## config.mk

```make
export PLATFORM = sky130hd
export DESIGN_NAME = tli_ram
export DESIGN_NICKNAME = d
export VERILOG_FILES = /design/src/rtl/core/tli_ram.sv
export SDC_FILE = /design/constraint.sdc
export NUM_CORES = 2
export LEC_CHECK = 0
export ABC_CLOCK_PERIOD_IN_PS = 10800
export BUFFER_PORTS_ARGS = -buffer_cell sky130_fd_sc_hd__buf_2
export CORE_MARGIN = 8
export CORE_UTILIZATION = 65
export CTS_CLUSTER_SIZE = 10
export DETAILED_ROUTE_END_ITERATION = 12
export MAX_ROUTING_LAYER = met4
export PLACE_DENSITY = 0.82
export SYNTH_ARGS = -nofsm -noshare
export SYNTH_HDL_FRONTEND = slang
export SYNTH_SLANG_ARGS = --single-unit
```

## constraint.sdc

```tcl
create_clock -name clk_i -period 10.8 [get_ports clk_i]
set_input_delay 1.08 -clock clk_i [delete_from_list [all_inputs] [get_ports clk_i]]
set_output_delay 1.08 -clock clk_i [all_outputs]
set_load 0.03 [all_outputs]
```

## src/rtl/core/tli_ram.sv

```systemverilog
`timescale 1ns / 1ps
// ----------------------------------------------------------------------------
// tli_ram
// Generic single-write, single-read RAM with a registered read port.
// ----------------------------------------------------------------------------
module tli_ram #(
  parameter int Width = 32,
  parameter int Depth = 64
) (
  input  logic                     clk_i,
  input  logic                     we_i,
  input  logic [$clog2(Depth)-1:0] waddr_i,
  input  logic [Width-1:0]         wdata_i,
  input  logic [$clog2(Depth)-1:0] raddr_i,
  output logic [Width-1:0]         rdata_o
);

  logic [Width-1:0] mem_q [Depth];

  // Write port and registered read port.
  always_ff @(posedge clk_i) begin
    if (we_i) begin
      mem_q[waddr_i] <= wdata_i;
    end
    rdata_o <= mem_q[raddr_i];
  end

endmodule

```

==> metrics.csv <==
metric,value,unit
reg2reg_to,rdata_o[9],
synth_flop_cell,edfxtp_1,
worstPathRequired,11.47,ns
p_leak,27.3,nW
cts_max_path_buffers,3,
tightest_slew,1.49,ns
grt_pass1_wl,313000,µm
status,finished clean,
synthArstFlopShare,0,%
synth.net_count,3370,
nFillCells,6079,
dieWidth,364,µm
reg2regPathDepth,4,
ys_ff_latch,2080,
fin_util,73.4,%
slowest_delay,0.83,ns
fin_nets,3594,
grt_setup_unrepaired,false,
synth-edff-count,2048,
holdBufCountCts,0,
hold_path_startpoint,mem_q[12][17],
cp.arrival,5.27,ns
die_y,364,µm
fin_worst_skew,0.0342,ns
remaining_drc_errors,0,
grt_pass1_vias,41500,
synth_most_common_cell,edfxtp_1,
vdd_ir_drop_max,0.000222,V
reg2reg_from,mem_q[6][9],
setup_violations,0,
yosys.area.top_type,edfxtp_1,
critical_path.cell_chain,buf_8 -> buf_4 -> buf_4 -> mux4_2 -> mux4_2 -> o22ai_1 -> nor2_1,
syn_area,78500,µm²
rows,127,
worstPathMaxFanout,73,
relSlewSlack,0.415,%
htree_levels,4,
cts_tree,yes,
viasPerCell,7.56,
clock-sinks,2080,
ys_types,34,
max_freq,217,MHz
fin_total_pwr,16.9,mW
grt_max_degree,91,
reg2reg_slack,8.18,ns
first_iter_violations,7590,
critPathSlowestCell,buf_4,
dpl.hpwl,108000,µm
synth_top_area_share,78.3,%
yosys-top-cells-count,"edfxtp_1, mux4_2, nor2_1",
overflow,0,
drive_above_1_share,27.9,%
multi_input_area,16000,µm²
clk_pin_slew,0.06,ns
max-cap-violations,0,
numPortBuffers,77,
min_path_type,flop to flop,
final_antenna_net_count,0,
areaGrowthSynthToFinish,11.9,%
post_cts_buffers,0,
ys_top_cells_by_area,"edfxtp_1, mux4_2, mux2i_1, dfxtp_1, o22ai_1",
synthCells,3324,
cts-buffers-inserted,226,
hold_depth,4,
tns,0,ns
hold-path-endpoint,rdata_o[17],
hold_viol,0,
seq_area_frac_synth,79.1,%
worst_setup_path_start_kind,input port,
cts_root_buffer,clkbuf_16,
cp-end-kind,flop,
antenna_found_initial,14,
avgRoutedWirePerCell,42.3,µm
post-route-period-util,42.6,%
ff_latch_area,62100,µm²
clock_latency,0.85,ns
avgSynthCellArea,23.6,µm²
core_area,120000,µm²
initial_core_util,65.5,%
worstSetupPathType,input port to flop,
vias,40300,
ys_warn_count,0,
drt-pass1-iter-count,6,
die-area,132000,µm²
io_pins,78,
finalCriticalPeriod,4.60,ns
power_density,192,nW/µm²
routed_wl,226000,µm
cts_resized,0,
slew_violations,0,
place.gp.congestion,0.833,
grt.total_usage,35.4,%
placed cells by master (no fill, tap or decap), types with 10 or more instances in the layout:
cell type,n
edfxtp_1,2048
nor2_4,62
a22oi_1,12
buf_2,73
nor2_1,74
mux4_2,544
clkbuf_16,228
clkbuf_1,151
o221ai_1,27
nor2b_1,14
mux2i_1,93
dfxtp_1,32
nand2_1,25
a21oi_1,62
buf_4,99
o22ai_1,84
diode_2,10
stage by stage:
stage | hold slack [ns] | cell area, µm² | std cells | worst slack (ns)
after global placement | 0.703 | 81300 | 4932 | 5.46
after detailed placement | 0.713 | 81300 | 4932 | 5.37
after CTS | 0.758 | 87900 | 5325 | 6.15
after floorplan | 0.663 | 78500 | 3324 | 6.56
final | 0.749 | 87900 | 5335 | 6.20
after global routing | 0.814 | 87900 | 5331 | 5.95
worst max-delay path: cells and delay by family:
| family | cells | cell delay (ns) |
|---|---|---|
| mux | 2 | 1.13 |
| simple gates | 1 | 0.15 |
| buf+inv | 3 | 2.06 |
| compound gates | 1 | 0.72 |
cell families (layout without fill, tap and decap cells):
| kind of cell | after synthesis | after routing | synth area share, % |
|---|---|---|---|
| DFF | 2080 | 2080 | 79.1 |
| muxes | 637 | 637 | 16.8 |
| and+or+nand+nor | 223 | 223 | 1.27 |
| other | 0 | 10 | 0 |
| AOI/OAI and AO/OA | 202 | 202 | 1.67 |
| buffers and inverters | 182 | 571 | 1.13 |
state kept, by name, indices dropped and copies added, names as in the netlist:
signal / count
rdata_o: 32
mem_q: 2048
power breakdown:
part	switching (mW)	internal, mW
sequential	0.0524	8.95
combinational	0.587	0.288
clock	3.10	3.92
worst max path at each step:
stage	startpoint	slack, ns	to
2_1_floorplan	waddr_i[3]	6.56	mem_q[48][0]
3_3_place_gp	raddr_i[0]	5.46	rdata_o[23]
3_5_place_dp	raddr_i[0]	5.37	rdata_o[16]
4_1_cts	raddr_i[0]	6.15	rdata_o[16]
5_1_grt	raddr_i[0]	5.95	rdata_o[16]
6_report	raddr_i[0]	6.20	rdata_o[16]
area by class of cell:
class | count | share of cell area [%]
Antenna cell | 10 | 0.0285
Multi-Input combinational cell | 1062 | 18.2
Tap cell | 1612 | 2.29
Clock inverter | 14 | 0.288
Clock buffer | 379 | 7.14
Sequential cell | 2080 | 70.7
Timing Repair Buffer | 178 | 1.38
routing by layer:
layer | track usage, % | share of wire (%) | up-vias
met5 | - | 0 | -
met4 | 21.4 | 7.7 | 0
met3 | 8.11 | 14 | 964
met2 | 55.0 | 48 | 4076
met1 | 42.9 | 30 | 20600
li1 | - | - | 14700
Note: power is estimated with default switching activity, not from simulation.
